[src/hdl/spq_pkg.sv]
`timescale 1ns / 1ps
// ----------------------------------------------------------------------------
// spq_pkg
// Shared constants, codes and controller/datapath interface types for the
// sorted priority queue.
// ----------------------------------------------------------------------------
package spq_pkg;

   localparam int DEPTH_DEF      = 64;
   localparam int PRIO_WIDTH_DEF = 16;
   localparam int VALUE_WIDTH    = 8;
   localparam int CAP_WIDTH      = 7;
   localparam int COUNT_WIDTH    = 7;
   localparam int STATUS_WIDTH   = 2;

   localparam logic [CAP_WIDTH-1:0] CAP_RESET = 7'd64;

   localparam logic CMD_PUSH = 1'b0;
   localparam logic CMD_POP  = 1'b1;

   localparam logic [STATUS_WIDTH-1:0] ST_OK        = 2'd0;
   localparam logic [STATUS_WIDTH-1:0] ST_OVERFLOW  = 2'd1;
   localparam logic [STATUS_WIDTH-1:0] ST_UNDERFLOW = 2'd2;

   // controller -> datapath step strobes
   typedef struct packed {
      logic accept;     // beat taken on the request side
      logic push_rd;    // read entry at scan index
      logic push_cmp;   // compare read entry, shift it or drop new one in
      logic push_put;   // write new entry at the head
      logic pop_rd;     // read second entry
      logic pop_ld;     // retire head, reload head cache
      logic load_rsp;   // fill the response register
   } dp_cmd_type;

   // datapath -> controller status
   typedef struct packed {
      logic full;
      logic empty;
      logic gt;         // read entry priority is greater than the new one
      logic idx_zero;   // scan reached the head
   } dp_status_type;

endpackage

[src/hdl/sorted_priority_queue_core.sv]
`timescale 1ns / 1ps
// ----------------------------------------------------------------------------
// sorted_priority_queue_core
// Bounded min priority queue kept sorted in a ring memory; lowest priority
// number leaves first, ties leave in arrival order.
// ----------------------------------------------------------------------------
//
// Channel   Dir  Handshake              Beat contents
// req_      in   req_valid/req_ready    cmd, item_value, item_priority
// rsp_      out  rsp_valid/rsp_ready    out_value, out_priority, status,
//                                       is_empty, is_full, entry_count
// csr_      in   csr_wr_en (no wait)    capacity_limit
//
// Push: held entries with a larger priority are scanned from the tail, one
//   memory read and one compare/shift write each, the last scanned entry
//   staying put; a new head is written last. Pop reads the second entry
//   and reloads the head cache; overflow and underflow skip to the response.
// Reset (synchronous): queue empty, capacity 64, no response pending. No
//   clearing pass; the entry memory starts out unwritten.
// One request is worked at a time; a new request is taken while the last
//   response still waits, and completion holds until the response slot frees.
// ----------------------------------------------------------------------------
module sorted_priority_queue_core #(
   parameter int DEPTH      = spq_pkg::DEPTH_DEF,
   parameter int PRIO_WIDTH = spq_pkg::PRIO_WIDTH_DEF
) (
   input  logic                              clock,
   input  logic                              reset,
   // capacity register write
   input  logic                              csr_wr_en,
   input  logic [spq_pkg::CAP_WIDTH-1:0]     csr_wr_data,
   // request channel
   input  logic                              req_valid,
   output logic                              req_ready,
   input  logic                              req_cmd,
   input  logic [spq_pkg::VALUE_WIDTH-1:0]   req_item_value,
   input  logic signed [PRIO_WIDTH-1:0]      req_item_priority,
   // response channel
   output logic                              rsp_valid,
   input  logic                              rsp_ready,
   output logic [spq_pkg::VALUE_WIDTH-1:0]   rsp_out_value,
   output logic signed [PRIO_WIDTH-1:0]      rsp_out_priority,
   output logic [spq_pkg::STATUS_WIDTH-1:0]  rsp_status,
   output logic                              rsp_is_empty,
   output logic                              rsp_is_full,
   output logic [spq_pkg::COUNT_WIDTH-1:0]   rsp_entry_count
);

   // step strobes down, flags up
   spq_pkg::dp_cmd_type    dp_cmd;
   spq_pkg::dp_status_type dp_status;

   spq_ctrl u_ctrl (
      .clock     (clock),
      .reset     (reset),
      .req_valid (req_valid),
      .req_ready (req_ready),
      .req_cmd   (req_cmd),
      .rsp_valid (rsp_valid),
      .rsp_ready (rsp_ready),
      .status    (dp_status),
      .cmd       (dp_cmd)
   );

   // ring memory with head cache; response register lives here too
   spq_datapath #(
      .DEPTH      (DEPTH),
      .PRIO_WIDTH (PRIO_WIDTH)
   ) u_datapath (
      .clock             (clock),
      .reset             (reset),
      .csr_wr_en         (csr_wr_en),
      .csr_wr_data       (csr_wr_data),
      .req_cmd           (req_cmd),
      .req_item_value    (req_item_value),
      .req_item_priority (req_item_priority),
      .cmd               (dp_cmd),
      .status            (dp_status),
      .rsp_out_value     (rsp_out_value),
      .rsp_out_priority  (rsp_out_priority),
      .rsp_status        (rsp_status),
      .rsp_is_empty      (rsp_is_empty),
      .rsp_is_full       (rsp_is_full),
      .rsp_entry_count   (rsp_entry_count)
   );

endmodule

[src/hdl/spq_ctrl.sv]
`timescale 1ns / 1ps
// ----------------------------------------------------------------------------
// spq_ctrl
// Sequencer for push/pop: issues datapath steps and owns the handshakes.
// ----------------------------------------------------------------------------
module spq_ctrl (
   input  logic                  clock,
   input  logic                  reset,
   input  logic                  req_valid,
   output logic                  req_ready,
   input  logic                  req_cmd,
   output logic                  rsp_valid,
   input  logic                  rsp_ready,
   input  spq_pkg::dp_status_type status,
   output spq_pkg::dp_cmd_type   cmd
);

   typedef enum logic [2:0] {
      S_IDLE,
      S_PUSH_RD,
      S_PUSH_CMP,
      S_PUSH_PUT,
      S_POP_RD,
      S_POP_LD,
      S_DONE
   } state_type;

   state_type state_ff, state_in;
   logic      rsp_valid_ff, rsp_valid_in;
   logic      slot_free;

   assign slot_free = !rsp_valid_ff || rsp_ready;

   always_comb begin
      state_in     = state_ff;
      rsp_valid_in = rsp_valid_ff && !rsp_ready;
      cmd          = '0;
      unique case (state_ff)
         S_IDLE: begin
            if (req_valid) begin
               cmd.accept = 1'b1;
               if (req_cmd == spq_pkg::CMD_PUSH) begin
                  if (status.full)       state_in = S_DONE;
                  else if (status.empty) state_in = S_PUSH_PUT;
                  else                   state_in = S_PUSH_RD;
               end else begin
                  if (status.empty) state_in = S_DONE;
                  else              state_in = S_POP_RD;
               end
            end
         end
         S_PUSH_RD: begin
            cmd.push_rd = 1'b1;
            state_in    = S_PUSH_CMP;
         end
         S_PUSH_CMP: begin
            cmd.push_cmp = 1'b1;
            if (!status.gt)          state_in = S_DONE;
            else if (status.idx_zero) state_in = S_PUSH_PUT;
            else                      state_in = S_PUSH_RD;
         end
         S_PUSH_PUT: begin
            cmd.push_put = 1'b1;
            state_in     = S_DONE;
         end
         S_POP_RD: begin
            cmd.pop_rd = 1'b1;
            state_in   = S_POP_LD;
         end
         S_POP_LD: begin
            cmd.pop_ld = 1'b1;
            state_in   = S_DONE;
         end
         S_DONE: begin
            if (slot_free) begin
               cmd.load_rsp = 1'b1;
               rsp_valid_in = 1'b1;
               state_in     = S_IDLE;
            end
         end
         default: state_in = S_IDLE;
      endcase
   end

   always_ff @(posedge clock) begin
      if (reset) begin
         state_ff     <= S_IDLE;
         rsp_valid_ff <= 1'b0;
      end else begin
         state_ff     <= state_in;
         rsp_valid_ff <= rsp_valid_in;
      end
   end

   assign req_ready = (state_ff == S_IDLE);
   assign rsp_valid = rsp_valid_ff;

   // a finished response never overwrites one still waiting
   a_no_overwrite: assert property (@(posedge clock) disable iff (reset)
      cmd.load_rsp |-> slot_free)
      else $error("response overwritten");

   // response register is filled only on the way back to idle
   a_load_to_idle: assert property (@(posedge clock) disable iff (reset)
      cmd.load_rsp |=> (state_ff == S_IDLE) && rsp_valid_ff)
      else $error("response load without return to idle");

   // a push scan always alternates read then compare
   a_rd_then_cmp: assert property (@(posedge clock) disable iff (reset)
      cmd.push_rd |=> cmd.push_cmp)
      else $error("push read not followed by compare");

endmodule

[src/hdl/spq_datapath.sv]
`timescale 1ns / 1ps
// ----------------------------------------------------------------------------
// spq_datapath
// Entry memory kept as a sorted ring, head cache, count, capacity register
// and the response register.
// ----------------------------------------------------------------------------
module spq_datapath #(
   parameter int DEPTH      = spq_pkg::DEPTH_DEF,
   parameter int PRIO_WIDTH = spq_pkg::PRIO_WIDTH_DEF
) (
   input  logic                                   clock,
   input  logic                                   reset,
   input  logic                                   csr_wr_en,
   input  logic [spq_pkg::CAP_WIDTH-1:0]          csr_wr_data,
   input  logic                                   req_cmd,
   input  logic [spq_pkg::VALUE_WIDTH-1:0]        req_item_value,
   input  logic signed [PRIO_WIDTH-1:0]           req_item_priority,
   input  spq_pkg::dp_cmd_type                    cmd,
   output spq_pkg::dp_status_type                 status,
   output logic [spq_pkg::VALUE_WIDTH-1:0]        rsp_out_value,
   output logic signed [PRIO_WIDTH-1:0]           rsp_out_priority,
   output logic [spq_pkg::STATUS_WIDTH-1:0]       rsp_status,
   output logic                                   rsp_is_empty,
   output logic                                   rsp_is_full,
   output logic [spq_pkg::COUNT_WIDTH-1:0]        rsp_entry_count
);

   localparam int AW   = $clog2(DEPTH);
   localparam int CW   = $clog2(DEPTH + 1);
   localparam int CMPW = (CW > spq_pkg::CAP_WIDTH) ? CW : spq_pkg::CAP_WIDTH;
   localparam int VW   = spq_pkg::VALUE_WIDTH;
   localparam int EW   = VW + PRIO_WIDTH;

   localparam logic [AW:0]     DEPTH_W   = (AW + 1)'(DEPTH);
   localparam logic [AW-1:0]   LAST_ADDR = AW'(DEPTH - 1);
   localparam logic [CMPW-1:0] DEPTH_C   = CMPW'(DEPTH);

   // ring address: logical position offset from the head, wrapped once
   function automatic logic [AW-1:0] phys_addr(input logic [AW-1:0] base,
                                                input logic [AW-1:0] ofs);
      logic [AW:0] sum;
      sum = {1'b0, base} + {1'b0, ofs};
      if (sum >= DEPTH_W) sum = sum - DEPTH_W;
      return sum[AW-1:0];
   endfunction

   logic [EW-1:0] entry_mem [DEPTH];
   logic [EW-1:0] rd_data_ff;

   logic [spq_pkg::CAP_WIDTH-1:0] cap_ff;
   logic [CW-1:0]  count_ff;
   logic [AW-1:0]  head_ptr_ff;
   logic [AW-1:0]  idx_ff;

   logic [VW-1:0]          new_value_ff;
   logic signed [PRIO_WIDTH-1:0] new_prio_ff;
   logic                   is_pop_ff;
   logic [spq_pkg::STATUS_WIDTH-1:0] status_ff;
   logic [VW-1:0]          pop_value_ff;
   logic signed [PRIO_WIDTH-1:0] pop_prio_ff;
   logic [VW-1:0]          head_value_ff;
   logic signed [PRIO_WIDTH-1:0] head_prio_ff;

   logic [VW-1:0]          rd_value;
   logic signed [PRIO_WIDTH-1:0] rd_prio;
   logic [CMPW-1:0]        count_ext;
   logic                   full;
   logic                   empty;
   logic [AW-1:0]          next_pos;

   logic          wr_en;
   logic [AW-1:0] wr_addr;
   logic [EW-1:0] wr_data;
   logic [AW-1:0] rd_addr;

   assign rd_value  = rd_data_ff[PRIO_WIDTH +: VW];
   assign rd_prio   = rd_data_ff[PRIO_WIDTH-1:0];
   assign count_ext = CMPW'(count_ff);
   assign empty     = (count_ff == '0);
   // capacity above DEPTH clamps to DEPTH
   assign full      = (count_ext >= CMPW'(cap_ff)) || (count_ext >= DEPTH_C);
   assign next_pos  = idx_ff + AW'(1);

   assign status.full     = full;
   assign status.empty    = empty;
   assign status.gt       = rd_prio > new_prio_ff;
   assign status.idx_zero = (idx_ff == '0);

   always_comb begin
      wr_en   = 1'b0;
      wr_addr = phys_addr(head_ptr_ff, next_pos);
      wr_data = {new_value_ff, new_prio_ff};
      if (cmd.push_cmp) begin
         wr_en = 1'b1;
         if (status.gt) wr_data = rd_data_ff;   // shift toward tail
      end else if (cmd.push_put) begin
         wr_en   = 1'b1;
         wr_addr = head_ptr_ff;
      end
   end

   assign rd_addr = cmd.pop_rd ? phys_addr(head_ptr_ff, AW'(1))
                               : phys_addr(head_ptr_ff, idx_ff);

   always_ff @(posedge clock) begin
      if (wr_en) entry_mem[wr_addr] <= wr_data;
      rd_data_ff <= entry_mem[rd_addr];
   end

   // control state
   always_ff @(posedge clock) begin
      if (reset) begin
         cap_ff      <= spq_pkg::CAP_RESET;
         count_ff    <= '0;
         head_ptr_ff <= '0;
      end else begin
         if (csr_wr_en) cap_ff <= csr_wr_data;
         if ((cmd.push_cmp && !status.gt) || cmd.push_put) begin
            count_ff <= count_ff + CW'(1);
         end else if (cmd.pop_ld) begin
            count_ff    <= count_ff - CW'(1);
            head_ptr_ff <= (head_ptr_ff == LAST_ADDR) ? '0 : head_ptr_ff + AW'(1);
         end
      end
   end

   // payload
   always_ff @(posedge clock) begin
      if (cmd.accept) begin
         new_value_ff <= req_item_value;
         new_prio_ff  <= req_item_priority;
         is_pop_ff    <= (req_cmd == spq_pkg::CMD_POP);
         idx_ff       <= AW'(count_ff - CW'(1));
         if (req_cmd == spq_pkg::CMD_POP) begin
            status_ff    <= empty ? spq_pkg::ST_UNDERFLOW : spq_pkg::ST_OK;
            pop_value_ff <= empty ? '0 : head_value_ff;
            pop_prio_ff  <= empty ? '0 : head_prio_ff;
         end else begin
            status_ff    <= full ? spq_pkg::ST_OVERFLOW : spq_pkg::ST_OK;
         end
      end else if (cmd.push_cmp && status.gt && !status.idx_zero) begin
         idx_ff <= idx_ff - AW'(1);
      end

      if (cmd.push_put) begin
         head_value_ff <= new_value_ff;
         head_prio_ff  <= new_prio_ff;
      end else if (cmd.pop_ld) begin
         head_value_ff <= rd_value;
         head_prio_ff  <= rd_prio;
      end

      if (cmd.load_rsp) begin
         if (is_pop_ff) begin
            rsp_out_value    <= pop_value_ff;
            rsp_out_priority <= pop_prio_ff;
         end else begin
            rsp_out_value    <= empty ? '0 : head_value_ff;
            rsp_out_priority <= empty ? '0 : head_prio_ff;
         end
         rsp_status      <= status_ff;
         rsp_is_empty    <= empty;
         rsp_is_full     <= full;
         rsp_entry_count <= count_ext[spq_pkg::COUNT_WIDTH-1:0];
      end
   end

   a_count_bound: assert property (@(posedge clock) disable iff (reset)
      count_ff <= CW'(DEPTH))
      else $error("entry count above depth");

   a_insert_room: assert property (@(posedge clock) disable iff (reset)
      (cmd.push_cmp || cmd.push_put) |-> !full)
      else $error("insert while full");

   a_pop_dec: assert property (@(posedge clock) disable iff (reset)
      cmd.pop_ld |=> count_ff == $past(count_ff) - CW'(1))
      else $error("pop did not retire one entry");

   a_pop_nonempty: assert property (@(posedge clock) disable iff (reset)
      cmd.pop_rd |-> !empty)
      else $error("pop sequence on empty queue");

endmodule

[config.mk]
export PLATFORM = sky130hd
export DESIGN_NAME = sorted_priority_queue_core
export DESIGN_NICKNAME = d
export VERILOG_FILES = /design/src/hdl/spq_pkg.sv /design/src/hdl/sorted_priority_queue_core.sv /design/src/hdl/spq_ctrl.sv /design/src/hdl/spq_datapath.sv
export SDC_FILE = /design/constraint.sdc
export NUM_CORES = 1
export LEC_CHECK = 0
export BUFFER_PORTS_ARGS = -buffer_cell sky130_fd_sc_hd__buf_2
export CAP_MARGIN = 25
export CORE_MARGIN = 5
export CORE_UTILIZATION = 25
export CTS_CLUSTER_SIZE = 40
export DETAILED_ROUTE_END_ITERATION = 10
export PLACE_DENSITY = 0.39
export SYNTH_ARGS = -nofsm -noshare
export SYNTH_HDL_FRONTEND = slang
export SYNTH_SLANG_ARGS = --single-unit
[constraint.sdc]
create_clock -name clock -period 5.55 [get_ports clock]
set_input_delay 1.11 -clock clock [delete_from_list [all_inputs] [get_ports clock]]
set_output_delay 1.11 -clock clock [all_outputs]
set_load 0.02 [all_outputs]
==> impl_metrics.env <==
export IMPL_synth_seq_cells=1700
export IMPL_place_area_um2=73000
export IMPL_postRouteAntennaNets=0
export IMPL_cts_tree="done"
export IMPL_path_class="reg2reg"
export IMPL_hold_class="reg2reg"
export IMPL_drtIter0Drc=2601
export IMPL_dp_hpwl_um=114000
export IMPL_ir_drop_v=0.000464
export IMPL_rsz0062_at_grt="false"
export IMPL_async_reset_ff_share_pct=0
export IMPL_synthTopCellsByCount="edfxtp_1 (1,652), mux4_2 (480), nor2_1 (107)"
export IMPL_dp_cells=6611
export IMPL_cts_sinks=1700
export IMPL_hold_viol_final=0
export IMPL_yosys_area_top_type="edfxtp_1"
export IMPL_post_cts_buffers=0
export IMPL_cts_hold_buffers=0
export IMPL_finalPower_uw=47200
export IMPL_setup_viol=0
export IMPL_clock_latency_ns=0.85
export IMPL_design_area_um2=79300
export IMPL_slew_violations=0
export IMPL_die_h_um=525
export IMPL_finalSetupTns_ns=0
export IMPL_worstPathArrival_ns=5.53
export IMPL_grt_max_degree=73
export IMPL_ys_flop_type="edfxtp_1"
export IMPL_cts_resized_gates=0
export IMPL_vias=31284
export IMPL_drtPass1Iterations=5
export IMPL_drive_above_1_share_pct=33.3
export IMPL_grt_pass1_wl_um=270000
export IMPL_ys_top_cells_by_area="edfxtp_1 (75%), mux4_2 (16%), dfxtp_1 (1.5%), ha_1 (0.74%), nor2_1 (0.61%)"
export IMPL_die_area_um2=275000
export IMPL_finalCritPeriodShare_pct=88.0
export IMPL_avgRoutedWirePerCell_um=28.0
export IMPL_leakagePower_uw=0.0247
export IMPL_ys_seq_area_share_pct=76.4
export IMPL_worst_setup_path_end_kind="flop"
export IMPL_synth_net_count=3058
export IMPL_clock_path_buffers=3
export IMPL_required_ns=6.19
export IMPL_initial_core_util_pct=25.2
export IMPL_cp_max_fo=62
export IMPL_ys_types=57
export IMPL_syn_inst=2980
export IMPL_synthMostInstantiatedCell="edfxtp_1"
export IMPL_wl_um=195000
export IMPL_synth_edf_count=1652
export IMPL_synthesis_area_um2=66200
export IMPL_viasPerCell=4.48
export IMPL_critPathLaunchType="flop"
export IMPL_clkTransAtPathRegs_ns=0.06
export IMPL_yosysWarnings=0
export IMPL_cts_root_buffer="clkbuf_16"
export IMPL_fmax_ghz=0.205
export IMPL_syn_to_final_growth_pct=19.8
export IMPL_final_nets=3370
export IMPL_cts_max_level=4
export IMPL_finalNonFillerCells=6977
export IMPL_status="finished clean"
export IMPL_fill_cells=25533
export IMPL_grt_pass1_vias=32477
export IMPL_synthDominantCellAreaShare_pct=75.0
export IMPL_fin_crit_ns=4.89
export IMPL_place_gp_congestion=0.755
export IMPL_clock_skew_ns=0.0602
export IMPL_utilization_pct=30.1
export IMPL_grt_total_usage_pct=13.9
export IMPL_ios=74
export IMPL_core_area_um2=263000
export IMPL_portBuffers=73
export IMPL_p_per_area_nw_per_um2=596
export IMPL_drv_cap=0
export IMPL_rows=188
export IMPL_relSlewSlack_pct=22.5
export IMPL_post_route_drc_count=0
export IMPL_antenna_found_initial=13
export IMPL_worst_pin_slew_ns=1.16
export IMPL_avgSynthCellArea_um2=22.2
export IMPL_dieWidth_um=525
export IMPL_numCtsBuffers=192
export IMPL_gr_total_overflow=0
## final timing paths
check | endpoint | cells past startpoint | startpoint | slack, ns
max | u_datapath.rd_data_ff[17] | 10 | u_ctrl.state_ff[1] | 0.66
min | u_datapath.rsp_status[0] | 0 | u_datapath.status_ff[0] | 0.42
max reg2reg | u_datapath.rd_data_ff[17] | 10 | u_ctrl.state_ff[1] | 0.66
min reg2reg | u_datapath.rsp_status[0] | 0 | u_datapath.status_ff[0] | 0.42
## placed cells by master, fill, tap and decap left out, types with 4 or more instances in the layout
master	n
mux2_2	33
nand2_1	92
xnor2_1	12
o21a_1	5
o21ai_4	15
a211oi_1	25
clkinv_1	33
inv_6	5
xor2_1	12
a21o_1	6
o21ai_0	30
a22oi_1	4
nor2_4	64
nand3_1	17
buf_2	75
nor2_1	43
nor2b_1	59
bufinv_16	13
edfxtp_1	1652
clkinvlp_4	5
clkbuf_1	60
and2_1	8
mux4_2	480
clkbuf_16	192
buf_12	38
and3_1	4
buf_4	150
clkbuf_8	10
diode_2	4
mux2i_1	31
nand2b_1	5
nor3_1	10
inv_1	33
buf_16	4
clkinv_2	28
ha_1	38
dfxtp_1	48
clkinv_16	7
nand4_1	6
a21oi_1	47
## sequential cells by signal (all words and copies together), names as in the netlist, 2 cells and up
register,flops
u_datapath.pop_value_ff,8
u_datapath.cap_ff,7
u_datapath.new_value_ff,8
u_datapath.pop_prio_ff,16
u_datapath.rsp_out_priority,16
u_datapath.new_prio_ff,16
u_datapath.head_ptr_ff,6
u_datapath.head_prio_ff,16
u_datapath.rsp_status,2
u_datapath.status_ff,2
u_datapath.count_ext,7
u_datapath.idx_ff,6
u_datapath.rsp_out_value,8
u_datapath.entry_mem,1536
u_datapath.head_value_ff,8
u_ctrl.state_ff,3
u_datapath.rd_data_ff,24
u_datapath.rsp_entry_count,7
## power breakdown
group	internal (µW)	switching [µW]	leakage, µW
Clock	7180	5320	0.00301
Sequential	16200	473	0.0153
Combinational	7460	10600	0.00644
## per-layer routing
layer  vias up  wire length (µm)  share of wire (%)  track usage (%)
li1      13140                 -                  -                -
met1     17122             88800                 46             19.5
met5         -                 0                  0                0
met3       232              8970                4.6             2.40
met4         0              4830                2.5             3.81
met2       790             92500                 47             22.2
## cells by family (layout without fill, tap and decap cells)
kind of cell,Yosys count,after routing,share of synthesized area (%)
DFF,1700,1700,76.4
muxes,548,548,17.4
and+or+nand+nor,322,322,2.27
buffers and inverters,184,662,1.27
AOI/OAI and AO/OA,157,157,1.45
adders and majority gates,41,41,0.798
xor gates and xnor gates,28,28,0.371
other,0,4,0
## critical path, stage by stage (launching register included)
cell and delay [ns]:
dfxtp_1 0.49, nor2_1 0.16, nand2_1 0.17, nand2_1 0.12, ha_4 0.19, fa_4 1.06, buf_12 0.36, mux4_2 0.38
mux4_2 0.58, a211oi_1 0.99, a21oi_1 0.07
## layout make-up
class / instances / area, µm² / share of cell area (%)
clock buffer: 262 / 5170 / 6.52
multi-input combinational: 1096 / 15500 / 19.6
timing repair buffer: 269 / 2390 / 3.02
clock inverter: 98 / 1060 / 1.34
inverter: 33 / 124 / 0.156
antenna: 4 / 10.0 / 0.0126
sequential: 1700 / 50600 / 63.8
tap: 3515 / 4400 / 5.55
## metrics by stage
| stage | setup WS [ns] | hold slack (ns) |
|---|---|---|
| 3_5_place_dp | 0.619 | 0.410 |
| 6_report | 0.664 | 0.422 |
| 4_1_cts | 0.619 | 0.388 |
| 2_1_floorplan | 0.455 | 0.400 |
| 5_1_grt | 0.544 | 0.412 |
| 3_3_place_gp | 0.492 | 0.404 |
(Power assumes the default switching activity.)
